==> src/rtl/tpr_pkg.sv <==
// Package for the PCR restamper: widths, constants and shared types.
// Used by tpr_divider and ts_pcr_restamper.
package tpr_pkg;
	localparam int PID_W = 13;
	localparam int PCR_W = 42;
	localparam int NPCR_W = 64;
	localparam int PAD_W = 48;
	localparam int RATE_W = 32;
	localparam int BYTE_POS_WIDTH_DEF = 48;
	localparam logic [PID_W-1:0] NULL_PID = 13'h1fff;
	localparam logic [PAD_W-1:0] PKT_BYTES = 48'd188;
	localparam logic [31:0] TICKS_PER_BYTE = 32'd216000000;
	localparam logic [1:0] MODE_REWRITE_A = 2'd2;
	localparam logic [1:0] MODE_REWRITE_B = 2'd3;
	localparam logic CFG_PCR_MODE = 1'b0;
	localparam logic CFG_BITRATE = 1'b1;
	localparam int QW = 64 + 32 + 2;
	localparam int DIV_CNT_W = 7;
endpackage

==> src/rtl/tpr_divider.sv <==
// Radix-2 restoring divider, one quotient bit per cycle.
// Uses tpr_pkg; divides a 98-bit dividend by a 32-bit divisor.
module tpr_divider (
	input logic clk,
	input logic arst_n,
	input logic start,
	input logic [tpr_pkg::QW-1:0] dividend,
	input logic [tpr_pkg::RATE_W-1:0] divisor,
	output logic done,
	output logic [tpr_pkg::NPCR_W-1:0] quotient
);
	import tpr_pkg::*;

	logic [QW-1:0] q_q;
	logic [RATE_W-1:0] rem_q;
	logic [RATE_W-1:0] div_q;
	logic [DIV_CNT_W-1:0] cnt_q;
	logic busy_q;
	logic [RATE_W:0] shifted;
	logic [RATE_W:0] diff;

	always_comb begin
		shifted = {rem_q, q_q[QW-1]};
		diff = shifted - {1'b0, div_q};
	end

	always_ff @(posedge clk or negedge arst_n) begin
		if (!arst_n) begin
			busy_q <= 1'b0;
			done <= 1'b0;
			cnt_q <= '0;
		end else begin
			done <= 1'b0;
			if (start) begin
				busy_q <= 1'b1;
				cnt_q <= DIV_CNT_W'(QW - 1);
			end else if (busy_q) begin
				if (cnt_q == '0) begin
					busy_q <= 1'b0;
					done <= 1'b1;
				end
				cnt_q <= cnt_q - 1'b1;
			end
		end
	end

	always_ff @(posedge clk) begin
		if (start) begin
			q_q <= dividend;
			rem_q <= '0;
			div_q <= (divisor == '0) ? RATE_W'(1) : divisor;
		end else if (busy_q) begin
			if (!diff[RATE_W]) begin
				rem_q <= diff[RATE_W-1:0];
				q_q <= {q_q[QW-2:0], 1'b1};
			end else begin
				rem_q <= shifted[RATE_W-1:0];
				q_q <= {q_q[QW-2:0], 1'b0};
			end
		end
	end

	assign quotient = q_q[NPCR_W-1:0];
endmodule

==> config.mk <==
export PLATFORM = sky130hd
export DESIGN_NAME = tpr_divider
export DESIGN_NICKNAME = d
export VERILOG_FILES = /design/src/rtl/tpr_pkg.sv /design/src/rtl/tpr_divider.sv
export SDC_FILE = /design/constraint.sdc
export NUM_CORES = 1
export LEC_CHECK = 0
export ABC_AREA = 1
export BUFFER_PORTS_ARGS = -buffer_cell sky130_fd_sc_hd__buf_2
export CORE_MARGIN = 5
export CORE_UTILIZATION = 55
export DETAILED_ROUTE_END_ITERATION = 6
export PLACE_DENSITY = 0.79
export SYNTH_ARGS = -nofsm -noshare
export SYNTH_HDL_FRONTEND = slang
export SYNTH_SLANG_ARGS = --single-unit
==> constraint.sdc <==
create_clock -name clk -period 7.2 [get_ports clk]
set_clock_uncertainty 0.1 [all_clocks]
set_input_delay 0.72 -clock clk [delete_from_list [all_inputs] [get_ports clk]]
set_output_delay 0.72 -clock clk [all_outputs]
set_load 0.01 [all_outputs]
# Word-level counts from Yosys, hierarchy flattened
# Index checks and enable logic that the tools add are counted.
[word_totals]
reg_bits = 171
latchBits = 0
ram_bits = 0
mem_bits_ro = 0
inputBits = 133
output_inout_bits = 65
word_cells = 23
memories = 0
[op_classes]
n_addsub = 2
n_mul = 0
n_div = 0
n_lt_le_gt_ge = 0
eq_ne = 0
shifts = 0
n_mux = 12
bitwise_logic = 0
reduce_logical = 3
[ops]
columns = ["op", "n"]
rows = [
  ["98-bit 2-to-1 mux", 2],
  ["33-bit by 32-bit subtractor with 33-bit output", 1],
  ["32-bit zero test", 1],
  ["32-bit 2-to-1 mux", 1],
  ["7-bit 2-to-1 mux", 2],
  ["7-bit zero test", 1],
  ["1-bit 2-to-1 mux", 7],
  ["7-bit by 1-bit subtractor with 7-bit output (second input constant)", 1],
  ["2-bit nonzero test", 1],
]

# Longest topological paths before layout
[depth]
word_depth = 4
mapped_depth = 18
depth_no_buf = 17

# Worst setup path before layout
# No wires, ideal clock.
[synth_timing]
path_kind = "input port to flip-flop"
from = "input start"
to = "register q_q[0], enable pin"
setup_ns = 0.452
arrival_time_ns = 2.726
required_time_ns = 6.648
slack_ns = 3.922
path_stages = 2
n_path_buf = 0
cell_sequence = "nor2_1 > inv_1"
[synth_between]
elab_chain_len = 1
[synth_lines]
columns = ["element", "line_no", "rtl"]
rows = [
  ["start: declaration", "tpr_divider.sv:6", "input logic start,"],
  ["2-bit nonzero test (no source line)", "-", ""],
  ["end signal: assignment", "tpr_divider.sv:49", "q_q <= dividend;"],
  ["end signal: assignment", "tpr_divider.sv:55", "q_q <= {q_q[QW-2:0], 1'b1};"],
  ["end signal: assignment", "tpr_divider.sv:58", "q_q <= {q_q[QW-2:0], 1'b0};"],
  ["end: declaration", "tpr_divider.sv:14", "logic [QW-1:0] q_q;"],
]
# No other way between the ends.
# A chain may end at the register's enable or synchronous reset.

# Final worst setup path
[layout_timing]
from = "register q_q[97]"
to = "register q_q[0], data pin"
[layout_between]
elab_chain_len = 4
[layout_lines]
columns = ["element", "line_no", "rtl"]
rows = [
  ["33-bit by 32-bit subtractor with 33-bit output", "tpr_divider.sv:24", "diff = shifted - {1'b0, div_q};"],
  ["1-bit 2-to-1 mux", "tpr_divider.sv:53", "if (!diff[RATE_W]) begin"],
  ["98-bit 2-to-1 mux", "tpr_divider.sv:52", "end else if (busy_q) begin"],
  ["98-bit 2-to-1 mux", "tpr_divider.sv:48", "if (start) begin"],
]
# No other way between the ends. The select of a mux whose other input is x is not followed.

==> results.txt <==
Worst Setup SP - q_q[97]
proportion of synthesized area in mux cells - 0%
reg2reg start - q_q[97]
Via Count - 8662
Hold WC Path Type - in -> async
Max-Cap Viols - 0
PD cells - 211 nW/um^2
Clk pin slew, worst setup/hold paths - 80 ps
Mapped Area - 10400 um^2
relative slew slack - 24.4%
Synth Register Bits - 171
number of setup buffers added after CTS - 0
placer congestion estimate - 0.937
vias in the first global route - 8430
share of cells above drive strength 1 - 16.1%
FILL cells - 1655
CP Data Arrival Time - 2920 ps
CP Launch Type - register
Pins Over Slew Limit - 0
clk sinks - 171
DRT antenna net count - 0
Leak - 6.40 nW
worst vdd ir - 0.000198 V
Row Count - 50
Setup TNS - 0 ps
synth top area cells - edfxtp_1 (38%), nand2_1 (24%), inv_1 (7.7%)
fmax - 0.349 GHz
Post-CTS Resized - 0
Max Root-Sink Buffers - 2
unrepaired setup endpoints after global routing - false
first-pass GRT wire length - 40.1 mm
RR Endpoint - q_q[0]
Distinct cells, synth - 34
CP peak stage delay - 510 ps
Overflow after GRT - 0
CTS tree - done
# DRC - 0
Yosys Warn Count - 0
I/O Pins - 198
Clock Root Buffer - clkbuf_16
Via density - 4.91
hold-fix buffers at CTS - 0
Avg WL per Cell - 13.9 um
Syn-to-layout area delta - 11.4%
crit path max fanout - 33
Total Power - 2.45 mW
Crit path top cell by count - nand2_1
Cell Chain, Critical Path - inv_1, ha_1, fa_1, inv_1, nand2_1, nand2_1, nand3_1, nand2_1, nand2_1, nand2_2, nand2_2, nand2_1, nand2_1, nand2_2, o21ai_0
drt pass-1 iters - 5
width of the die - 147 um
Compound-Gate Fraction of Synth Area - 1.80%
main combinational cell family by area after synthesis - simple AND/OR/NAND/NOR gates
CP Capture Type - register
final hold violations - 0
setup violators final - 0
Post-Synthesis Cells - 1424
xor/xnor share of the synthesized area - 1.27%
Final nets - 1685
worst slew pin tran - 1130 ps
Synth Net Count - 1592
Avg Cell Area, Syn - 7.29 um^2
initial core utilization - 55.7%
crit path to - q_q[0]
Die Y-Extent - 147 um
Req. time, crit path - 7250 ps
pin count of the biggest net entering global routing - 90
post-route minimum period - 2870 ps
port buffer count - 197
post-synthesis sequential area ratio - 45.9%
H-Tree Depth - 4
Die ar. - 21700 um^2
drt first-iter violations - 643
TritonCTS buffer count - 17
ANT cells - 0
aggregate global-route resource usage - 22.7%
Tcrit/Tclk final - 39.9%
Clock Latency Late Sink - 440 ps
core region area - 18600 um^2
dominant cell type by area after synthesis - edfxtp_1
status - finished clean
initial antenna violation count - 1
share of the synthesized area in the top cell type - 37.6%
final WL - 24.5 mm
Adder-Cell Fraction of Synth Area - 4.29%
r2r worst-path depth - 15
Setup CP Type - reg -> reg
Synth Area in Simple Gates - 31.7%
Reg2Reg Setup Slack - 4330 ps
DP HPWL - 18.6 mm
Crit-path slowest cell - nand2_2
-- worst max-delay path: cells and delay by family, from the launching register on --
family | cells | cell delay (ps)
buffers and inverters | 2 | 160
AO/OA/AOI/OAI | 1 | 150
flip-flops | 1 | 320
adder cells (fa/ha/maj) | 2 | 620
AND/OR/NAND/NOR | 10 | 1230
-- through the flow --
stage	hold WS (ps)	cell area, um^2	setup WS [ps]	utilization [%]	cells
detailed placement	366	11000	4140	58.8	1732
finish	12.9	11600	4330	62.0	1764
global route	3.07	11600	4050	62.0	1764
floorplan	324	10400	3920	-	1424
CTS	12.6	11600	4320	62.0	1764
global placement	360	11000	4190	58.8	1732
-- power by group --
part	total, mW	switching (mW)	internal, mW
registers	1.19	0.0394	1.15
logic	0.318	0.195	0.123
clock network	0.940	0.439	0.501
-- registers in the layout, summed over array words and instances, names as in the netlist --
register,flops
busy_q,1
cnt_q,7
div_q,32
done,1
q_q,98
rem_q,32
-- final cells by class --
class | count | area (um^2) | share of cell area [%]
Clock buffer | 18 | 429 | 3.71
Clock inverter | 14 | 181 | 1.57
Inverter | 214 | 806 | 6.97
Multi-Input combinational cell | 911 | 4060 | 35.1
Sequential cell | 171 | 4770 | 41.2
Tap cell | 234 | 293 | 2.53
Timing Repair Buffer | 202 | 1030 | 8.87
-- synthesized netlist by cell type --
master	count
nand2_1	668
nand3_1	64
buf_1	6
buf_6	4
nand4_1	12
nor2_2	1
and2_1	6
nand2_4	1
nor3_1	6
fa_1	1
or2_1	1
nand3b_1	1
dfrtp_1	9
o22ai_1	1
xor2_1	3
o21ai_0	8
edfxtp_1	130
inv_1	213
xnor2_1	12
dfxtp_1	32
a21o_1	1
inv_2	1
buf_4	65
nor3_2	1
o21bai_1	3
ha_1	34
nor4_1	8
nand3_2	1
a21oi_1	21
o21ai_1	1
nor2_1	51
nand2_2	4
and3_1	1
clkbuf_1	53
-- cell usage in the layout (no fill, tap or decap), types with 2 or more instances in the layout --
cell and instances:
nor3_1 6, and2_1 6, nor2_1 49, inv_1 211, nor4_1 8, clkinv_4 4, buf_4 6, o21ai_0 8
dfrtp_1 9, a21oi_1 21, inv_8 6, nand2_2 4, inv_2 2, nand3_1 64, o21bai_1 3, nand2_1 668
nor2_2 3, xnor2_1 12, clkbuf_16 17, ha_1 34, nand4_1 12, clkinv_8 3, xor2_1 3, buf_2 196
edfxtp_1 130, dfxtp_1 32
-- how the worst min path moves through the flow --
stage                endpoint  cells past startpoint      start  slack, ps
floorplan              busy_q                      0     arst_n        320
global placement    rem_q[29]                      2  rem_q[29]        360
detailed placement   rem_q[4]                      2   rem_q[4]        370
CTS                  cnt_q[6]                      1     arst_n         10
global route         cnt_q[6]                      1     arst_n          3
finish               cnt_q[6]                      1     arst_n         10
-- cell families (layout without fill, tap and decap cells) --
group           Yosys count  in the layout
buf+inv                 342            448
xor+xnor                 15             15
flops                   171            171
fa+ha+maj                35             35
simple gates            826            826
compound gates           35             35
-- per-layer routing --
metal,vias up,part of all wire (%),global-route usage [%]
met5,-,0.053,0
li1,4464,-,-
met4,2,2.3,6.80
met2,275,48,38.1
met1,3873,43,28.6
met3,48,6.9,6.68
No activity file was read; power rests on OpenSTA's default activity.
